--- config.mk ---
export PLATFORM = sky130hd
export DESIGN_NAME = position_pd_controller_flat
export DESIGN_NICKNAME = d
export VERILOG_FILES = /design/src/rtl/core/ppd_pkg.sv /design/src/rtl/core/ppd_cmd_if.sv /design/src/rtl/core/ppd_res_if.sv /design/src/rtl/core/ppd_cfg_if.sv /design/src/rtl/core/position_pd_controller.sv /design/src/rtl/core/ppd_cfg_regs.sv /design/src/flat_wrapper.sv
export SDC_FILE = /design/constraint.sdc
export NUM_CORES = 2
export LEC_CHECK = 0
export BUFFER_PORTS_ARGS = -buffer_cell sky130_fd_sc_hd__clkbuf_2
export CORE_MARGIN = 2
export CORE_UTILIZATION = 55
export CTS_BUF_LIST = sky130_fd_sc_hd__clkbuf_8 sky130_fd_sc_hd__clkbuf_16
export DETAILED_ROUTE_END_ITERATION = 8
export GPL_ROUTABILITY_DRIVEN = 0
export GPL_TIMING_DRIVEN = 0
export PLACE_DENSITY_LB_ADDON = 0.08
export SYNTH_ARGS = -nofsm -noshare
export SYNTH_HDL_FRONTEND = slang
export SYNTH_HIERARCHICAL = 1
export SYNTH_SLANG_ARGS = --single-unit
--- constraint.sdc ---
create_clock -name i_clk -period 7.57 [get_ports i_clk]
set_input_delay 0.757 -clock i_clk [delete_from_list [all_inputs] [get_ports i_clk]]
set_output_delay 0.757 -clock i_clk [all_outputs]
set_load 0.01 [all_outputs]
--- src/rtl/core/ppd_pkg.sv ---
// Shared types, constants and the helper function of the position PD controller.
`default_nettype none

package ppd_pkg;

    localparam int AngleW   = 32;
    localparam int WordW    = 16;
    localparam int CfgIdxW  = 4;
    localparam int QShift   = 12;
    localparam int ProdW    = 2 * WordW;
    localparam int TermW    = ProdW - QShift;
    localparam int SumW     = TermW + 1;
    localparam int DiffW    = AngleW + 1;

    localparam logic signed [WordW-1:0] ErrLimit = 16'sd32767;
    localparam logic signed [WordW-1:0] Deadband = 16'sd10;

    localparam logic signed [WordW-1:0] ResetPropGain  = 16'sd0;
    localparam logic signed [WordW-1:0] ResetDerivGain = 16'sd0;
    localparam logic signed [WordW-1:0] ResetOutMax    = 16'sh7fff;
    localparam logic signed [WordW-1:0] ResetOutMin    = 16'sh8000;

    typedef logic signed [AngleW-1:0] t_angle;
    typedef logic signed [WordW-1:0]  t_word;
    typedef logic signed [TermW-1:0]  t_term;
    typedef logic signed [SumW-1:0]   t_sum;
    typedef logic        [CfgIdxW-1:0] t_cfg_index;

    typedef enum logic [CfgIdxW-1:0] {
        CfgPropGain  = 4'd0,
        CfgDerivGain = 4'd1,
        CfgOutMax    = 4'd2,
        CfgOutMin    = 4'd3
    } t_cfg_reg;

    typedef struct packed {
        t_word prop_gain;
        t_word deriv_gain;
        t_word out_max;
        t_word out_min;
    } t_cfg;

    // Full-precision angle difference, saturated to the error range, then the deadband.
    function automatic t_word sat_deadband(input t_angle tgt, input t_angle sen);
        logic signed [DiffW-1:0] diff;
        t_word                   sat;
        diff = {tgt[AngleW-1], tgt} - {sen[AngleW-1], sen};
        if (diff > DiffW'(ErrLimit)) begin
            sat = ErrLimit;
        end else if (diff < -DiffW'(ErrLimit)) begin
            sat = -ErrLimit;
        end else begin
            sat = diff[WordW-1:0];
        end
        if (sat <= Deadband && sat >= -Deadband) begin
            sat = '0;
        end
        return sat;
    endfunction

endpackage

`default_nettype wire

--- src/rtl/core/ppd_cmd_if.sv ---
// Handshake channel carrying one position tick: target and sensor angles.
`default_nettype none

interface ppd_cmd_if;
    logic            valid;
    logic            ready;
    ppd_pkg::t_angle target_angle;
    ppd_pkg::t_angle sensor_angle;

    modport source (output valid, output target_angle, output sensor_angle, input ready);
    modport sink   (input valid, input target_angle, input sensor_angle, output ready);
endinterface

`default_nettype wire

--- src/rtl/core/ppd_res_if.sv ---
// Handshake channel carrying one result: speed reference and stored error.
`default_nettype none

interface ppd_res_if;
    logic           valid;
    logic           ready;
    ppd_pkg::t_word speed_ref;
    ppd_pkg::t_word pos_error;

    modport source (output valid, output speed_ref, output pos_error, input ready);
    modport sink   (input valid, input speed_ref, input pos_error, output ready);
endinterface

`default_nettype wire

--- src/rtl/core/ppd_cfg_if.sv ---
// Configuration write channel carrying a register index and write data.
`default_nettype none

interface ppd_cfg_if;
    logic                valid;
    logic                ready;
    ppd_pkg::t_cfg_index index;
    ppd_pkg::t_word      data;

    modport source (output valid, output index, output data, input ready);
    modport sink   (input valid, input index, input data, output ready);
endinterface

`default_nettype wire

--- src/rtl/core/position_pd_controller.sv ---
// Top level of the position PD controller with deadband and output clamp.
//
// Usage: each item on i_cmd is one position-loop tick with a target and a
// sensor angle. The block returns exactly one item on o_res per tick: the
// clamped speed reference and the error after saturation and deadband.
// Gains and limits are written through i_cfg, one register per item; the user
// must write them only while the block is idle, as the block does not enforce
// this. i_cfg is always ready and unknown indexes are ignored. The input
// register loads at the accepting edge, then the error, product and result
// registers follow in order. One item is taken every cycle while the receiver
// does not stall; the only feedback is the stored previous error, updated in
// the error stage. Reset empties the pipeline, clears the previous error and
// loads the default gains and limits. When the receiver stalls, the pipeline
// fills up and i_cmd.ready falls only once every stage holds an item.
`default_nettype none

module position_pd_controller (
    input  wire     i_clk,
    input  wire     i_rst_n,
    ppd_cmd_if.sink i_cmd,
    ppd_cfg_if.sink i_cfg,
    ppd_res_if.source o_res
);
    import ppd_pkg::*;

    t_cfg cfg;

    logic  r_v1, r_v2, r_v3, r_v4;
    logic  adv1, adv2, adv3, adv4;
    t_angle r_tgt, r_sen;
    t_word r_err2, r_dlt2, r_err3, r_err4, r_speed4, r_prev_error;
    t_term r_pterm3, r_dterm3;

    t_word                    n_err;
    t_word                    n_dlt;
    logic signed [ProdW-1:0]  n_pprod;
    logic signed [ProdW-1:0]  n_dprod;
    t_sum                     n_sum;
    t_word                    n_speed;

    ppd_cfg_regs u_cfg_regs (
        .i_clk   (i_clk),
        .i_rst_n (i_rst_n),
        .i_cfg   (i_cfg),
        .o_cfg   (cfg)
    );

    assign adv4 = !r_v4 || o_res.ready;
    assign adv3 = !r_v3 || adv4;
    assign adv2 = !r_v2 || adv3;
    assign adv1 = !r_v1 || adv2;

    assign i_cmd.ready = adv1;

    always_comb begin
        n_err   = sat_deadband(r_tgt, r_sen);
        n_dlt   = n_err - r_prev_error;
        n_pprod = ProdW'(cfg.prop_gain) * ProdW'(r_err2);
        n_dprod = ProdW'(cfg.deriv_gain) * ProdW'(r_dlt2);
        n_sum   = {r_pterm3[TermW-1], r_pterm3} + {r_dterm3[TermW-1], r_dterm3};
        if (n_sum > SumW'(cfg.out_max)) begin
            n_speed = cfg.out_max;
        end else if (n_sum < SumW'(cfg.out_min)) begin
            n_speed = cfg.out_min;
        end else begin
            n_speed = n_sum[WordW-1:0];
        end
    end

    always_ff @(posedge i_clk) begin
        if (!i_rst_n) begin
            r_v1         <= 1'b0;
            r_v2         <= 1'b0;
            r_v3         <= 1'b0;
            r_v4         <= 1'b0;
            r_prev_error <= '0;
        end else begin
            if (adv1) begin
                r_v1 <= i_cmd.valid;
            end
            if (adv2) begin
                r_v2 <= r_v1;
                if (r_v1) begin
                    r_prev_error <= n_err;
                end
            end
            if (adv3) begin
                r_v3 <= r_v2;
            end
            if (adv4) begin
                r_v4 <= r_v3;
            end
        end
    end

    always_ff @(posedge i_clk) begin
        if (adv1 && i_cmd.valid) begin
            r_tgt <= i_cmd.target_angle;
            r_sen <= i_cmd.sensor_angle;
        end
        if (adv2 && r_v1) begin
            r_err2 <= n_err;
            r_dlt2 <= n_dlt;
        end
        if (adv3 && r_v2) begin
            r_pterm3 <= n_pprod[ProdW-1:QShift];
            r_dterm3 <= n_dprod[ProdW-1:QShift];
            r_err3   <= r_err2;
        end
        if (adv4 && r_v3) begin
            r_speed4 <= n_speed;
            r_err4   <= r_err3;
        end
    end

    assign o_res.valid     = r_v4;
    assign o_res.speed_ref = r_speed4;
    assign o_res.pos_error = r_err4;

    a_speed_in_limits: assert property (@(posedge i_clk) disable iff (!i_rst_n)
        (r_v4 && cfg.out_min <= cfg.out_max) |->
            (r_speed4 >= cfg.out_min && r_speed4 <= cfg.out_max))
        else $error("speed reference outside the configured limits");

    a_error_deadband: assert property (@(posedge i_clk) disable iff (!i_rst_n)
        r_v4 |-> (r_err4 == '0 || r_err4 > Deadband || r_err4 < -Deadband))
        else $error("stored error lies inside the deadband");

    a_error_range: assert property (@(posedge i_clk) disable iff (!i_rst_n)
        r_v4 |-> (r_err4 >= -ErrLimit))
        else $error("stored error below the saturation limit");

    a_ready_when_empty: assert property (@(posedge i_clk) disable iff (!i_rst_n)
        !r_v4 |-> i_cmd.ready)
        else $error("input stalled while the result register is empty");

    a_prev_error_update: assert property (@(posedge i_clk) disable iff (!i_rst_n)
        (adv2 && r_v1) |=> (r_prev_error == r_err2))
        else $error("previous error not taken from the error stage");

endmodule

`default_nettype wire

--- src/rtl/core/ppd_cfg_regs.sv ---
// Configuration register file holding the gains and the output limits.
`default_nettype none

module ppd_cfg_regs (
    input  wire          i_clk,
    input  wire          i_rst_n,
    ppd_cfg_if.sink      i_cfg,
    output ppd_pkg::t_cfg o_cfg
);
    import ppd_pkg::*;

    t_cfg r_cfg;

    assign i_cfg.ready = 1'b1;
    assign o_cfg       = r_cfg;

    always_ff @(posedge i_clk) begin
        if (!i_rst_n) begin
            r_cfg.prop_gain  <= ResetPropGain;
            r_cfg.deriv_gain <= ResetDerivGain;
            r_cfg.out_max    <= ResetOutMax;
            r_cfg.out_min    <= ResetOutMin;
        end else if (i_cfg.valid) begin
            case (i_cfg.index)
                CfgPropGain:  r_cfg.prop_gain  <= i_cfg.data;
                CfgDerivGain: r_cfg.deriv_gain <= i_cfg.data;
                CfgOutMax:    r_cfg.out_max    <= i_cfg.data;
                CfgOutMin:    r_cfg.out_min    <= i_cfg.data;
                default: begin
                end
            endcase
        end
    end

endmodule

`default_nettype wire
--- src/flat_wrapper.sv ---
// flat-port wrapper written by rule: the top's interface ports become plain ports
module position_pd_controller_flat import ppd_pkg::*;
  (i_clk, i_rst_n, i_cmd_valid, i_cmd_target_angle, i_cmd_sensor_angle, i_cmd_ready, i_cfg_valid, i_cfg_index, i_cfg_data, i_cfg_ready, o_res_valid, o_res_speed_ref, o_res_pos_error, o_res_ready);
  ppd_cmd_if i_cmd_i ();
  ppd_cfg_if i_cfg_i ();
  ppd_res_if o_res_i ();
  input  wire i_clk;
  input  wire i_rst_n;
  input wire logic [$bits(i_cmd_i.valid)-1:0] i_cmd_valid;
  input wire logic [$bits(i_cmd_i.target_angle)-1:0] i_cmd_target_angle;
  input wire logic [$bits(i_cmd_i.sensor_angle)-1:0] i_cmd_sensor_angle;
  output wire logic [$bits(i_cmd_i.ready)-1:0] i_cmd_ready;
  input wire logic [$bits(i_cfg_i.valid)-1:0] i_cfg_valid;
  input wire logic [$bits(i_cfg_i.index)-1:0] i_cfg_index;
  input wire logic [$bits(i_cfg_i.data)-1:0] i_cfg_data;
  output wire logic [$bits(i_cfg_i.ready)-1:0] i_cfg_ready;
  output wire logic [$bits(o_res_i.valid)-1:0] o_res_valid;
  output wire logic [$bits(o_res_i.speed_ref)-1:0] o_res_speed_ref;
  output wire logic [$bits(o_res_i.pos_error)-1:0] o_res_pos_error;
  input wire logic [$bits(o_res_i.ready)-1:0] o_res_ready;
  assign i_cmd_i.valid = i_cmd_valid;
  assign i_cmd_i.target_angle = i_cmd_target_angle;
  assign i_cmd_i.sensor_angle = i_cmd_sensor_angle;
  assign i_cmd_ready = i_cmd_i.ready;
  assign i_cfg_i.valid = i_cfg_valid;
  assign i_cfg_i.index = i_cfg_index;
  assign i_cfg_i.data = i_cfg_data;
  assign i_cfg_ready = i_cfg_i.ready;
  assign o_res_valid = o_res_i.valid;
  assign o_res_speed_ref = o_res_i.speed_ref;
  assign o_res_pos_error = o_res_i.pos_error;
  assign o_res_i.ready = o_res_ready;
  position_pd_controller u_core (.i_clk(i_clk), .i_rst_n(i_rst_n), .i_cmd(i_cmd_i), .i_cfg(i_cfg_i), .o_res(o_res_i));
endmodule
==> results.sh <==
export IMPL_grt_start_max_net_pins=34
export IMPL_drc=0
export IMPL_synth_mux_area_frac=0.0256
export IMPL_die_y_um=247
export IMPL_rr_startpoint="u_core/r_err2[2]"
export IMPL_area_delta_synth_final_pct=9.43
export IMPL_hold_viol=0
export IMPL_grt_pass1_vias=24413
export IMPL_dieWidth_um=247
export IMPL_antenna_found_initial=1
export IMPL_setup_violations=0
export IMPL_outcome="complete, no violations"
export IMPL_finalInstanceArea_um2=35700
export IMPL_synth_ff_type="edfxtp_1"
export IMPL_rows=89
export IMPL_cts_root_buffer="clkbuf_16"
export IMPL_max_freq_ghz=0.136
export IMPL_clkTransAtPathRegs_ns=0.06
export IMPL_synthAdderAreaFrac=0.424
export IMPL_synthSimpleGateAreaFrac=0.133
export IMPL_wl_um=79100
export IMPL_numCtsBuffers=30
export IMPL_fillers=5136
export IMPL_mostFrequentLayoutCells="685 x inv_1, 525 x fa_1, 411 x nand2_1"
export IMPL_vias=23085
export IMPL_worst_ir_drop_vdd_mv=0.246
export IMPL_fin_nets=4331
export IMPL_hp_class="in -> reg"
export IMPL_htree_num_levels=1
export IMPL_drtAntennaViolNets=0
export IMPL_drive_gt1_frac=0.0878
export IMPL_cts_tree="built"
export IMPL_clock_skew_ns=0.0237
export IMPL_placed_area_um2=34300
export IMPL_p_leak_nw=16.2
export IMPL_instances_no_fill=4249
export IMPL_synth_top_family_by_area="adder cells"
export IMPL_yosys_cell_types_count=81
export IMPL_hold_slack_ns=0.354
export IMPL_viasPerCell=5.43
export IMPL_regArea_um2=7220
export IMPL_grt_first_pass_wirelength_um=129000
export IMPL_fin_util=0.607
export IMPL_drtPass1Iterations=5
export IMPL_holdBufCountCts=0
export IMPL_seq_area_frac_synth=0.221
export IMPL_ys_seq_elements=268
export IMPL_syn_area_um2=32600
export IMPL_period_needed_ns=7.33
export IMPL_worstMarginPinSlew_ns=1.10
export IMPL_whs_path_depth=1
export IMPL_cp_required_ns=7.88
export IMPL_critPathMaxFanout=10
export IMPL_coreArea_um2=58800
export IMPL_clockBufferDepth=3
export IMPL_detail_route_wl_per_cell_um=18.6
export IMPL_grt_use_total=0.271
export IMPL_async_reset_ff_frac=0
export IMPL_clock_latency_ns=0.57
export IMPL_drt_iter0_markers=1341
export IMPL_power_mw=5.25
export IMPL_dpl_worst_slack_ns=-0.942
export IMPL_maxSlewViolCount=0
export IMPL_hp_start="i_cmd_target_angle[17]"
export IMPL_hpwl_um=65900
export IMPL_path_class="reg -> reg"
export IMPL_r2r_slack_ns=0.24
export IMPL_initial_core_util=0.554
export IMPL_overflow=0
export IMPL_min_to="u_core/r_tgt[17]"
export IMPL_fin_setup_tns_ns=0
export IMPL_syn_avg_cell_area_um2=9.94
export IMPL_syn_num_nets=4159
export IMPL_maxSlewHeadroom=0.270
export IMPL_yosys_area_share_xor_xnor=0.0282
export IMPL_r2r_worst_path_cells=25
export IMPL_yosysWarningCount=6
export IMPL_cts_num_sinks=268
export IMPL_synth_compound_area_frac=0.0753
export IMPL_finalCritPeriodShare=0.968
export IMPL_ios=124
export IMPL_crit_path_start_kind="flip-flop"
export IMPL_setup_slack_ns=0.243
export IMPL_die_area_um2=61200
export IMPL_worstPathArrival_ns=7.64
export IMPL_netlist_instances=3279
export IMPL_r2r_end="u_core/r_pterm3[19]"
export IMPL_layout_commonest_cell="inv_1"
export IMPL_p_per_area_nw_per_um2=147
export IMPL_setup_worst_path_end_class="flip-flop"
export IMPL_dp_cells=4179
export IMPL_maxCapViolations=0
export IMPL_multiInputGateArea_um2=22500
export IMPL_synth_edf_count=184
export IMPL_portBuffers=121
==> final cells by class <==
cell class                      count  area share
Multi-Input combinational cell   2225       0.631
Inverter                          681      0.0716
Buffer                            103      0.0148
Clock inverter                     24     0.00677
Antenna cell                        1   0.0000701
Tap cell                          773      0.0271
Sequential cell                   268       0.202
Clock buffer                       32      0.0221
Timing Repair Buffer              142      0.0243
==> where the power goes <==
part	internal, mW	switching (mW)	total (mW)
clock network	0.894	0.613	1.51
registers	1.71	0.0986	1.81
logic	0.783	1.15	1.94
==> sequential cells by signal, indices dropped and copies added, names as in the netlist <==
signal                   cells
u_core/u_cfg_regs/o_cfg     64
u_core/r_sen                32
u_core/r_tgt                32
u_core/r_dterm3             20
u_core/r_pterm3             20
u_core/o_res.pos_error      16
u_core/o_res.speed_ref      16
u_core/r_dlt2               16
u_core/r_err2               16
u_core/r_err3               16
u_core/r_prev_error         16
u_core/o_res.valid           1
u_core/r_v1                  1
u_core/r_v2                  1
u_core/r_v3                  1
==> what timing repair did <==
item,CTS,global route
gates resized for setup,33,80
pin swaps,1,4
buffers inserted,9,5
endpoints found under the setup margin,11,17
==> critical path: stages, from the launching register on <==
cell and delay [ns]:
edfxtp_1 0.52, buf_6 0.20, nand2_1 0.08, fa_1 0.51, inv_1 0.05, fa_1 0.52
inv_1 0.05, fa_1 0.49, fa_1 0.55, inv_1 0.05, fa_1 0.47, inv_1 0.05
fa_1 0.47, inv_1 0.04, ha_1 0.30, a211o_1 0.28, or3_1 0.31, o21a_2 0.26
a221o_1 0.43, a2111oi_4 0.33, nor2_2 0.11, a21boi_2 0.25, o21ai_4 0.13, a31o_2 0.29
a31oi_2 0.19, xnor2_1 0.11
==> per-layer routing <==
metal | share of wire | global-route usage | up-vias
met5 | 0 | 0 | -
met4 | 0.037 | 0.0852 | 0
met3 | 0.069 | 0.0400 | 158
met2 | 0.48 | 0.462 | 743
met1 | 0.41 | 0.358 | 11456
li1 | - | - | 10728
==> synth_stat cells, types with 12 or more instances <==
cell type / instances / area [um2]
a21o_1: 51 / 383
a21oi_1: 74 / 370
a31oi_1: 21 / 131
and2_1: 201 / 1260
clkbuf_1: 85 / 319
dfxtp_1: 84 / 1680
edfxtp_1: 184 / 5530
fa_1: 525 / 10500
ha_1: 266 / 3330
inv_1: 681 / 2560
mux2i_1: 81 / 811
nand2_1: 411 / 1540
nand2b_1: 35 / 219
nand3_1: 33 / 165
nand4_1: 16 / 100
nor2_1: 91 / 342
nor2b_1: 17 / 106
nor3_1: 27 / 135
o211ai_1: 22 / 165
o21a_1: 25 / 188
o21ai_0: 52 / 260
o21bai_1: 13 / 97.6
o31ai_1: 12 / 90.1
xnor2_1: 77 / 674
xor2_1: 28 / 245
==> cell families (layout without fill, tap and decap cells) <==
logic type	count (synthesis)	in the layout
simple gates	891	891
buf+inv	786	982
compound gates	354	354
other cells	1	2
flops	268	268
xor+xnor	105	105
mux	83	83
fa+ha+maj	791	791
==> worst max path at each step <==
stage                                      startpoint                   to
after CTS                            u_core/r_dlt2[6]  u_core/r_dterm3[12]
final                                u_core/r_err2[2]  u_core/r_pterm3[19]
after detailed placement  u_core/u_cfg_regs/o_cfg[58]  u_core/r_pterm3[19]
after floorplan           u_core/u_cfg_regs/o_cfg[58]  u_core/r_pterm3[19]
after global routing                  u_core/r_sen[0]    u_core/r_dlt2[14]
after global placement    u_core/u_cfg_regs/o_cfg[58]  u_core/r_pterm3[19]
Note: power is estimated with default switching activity, not from simulation.
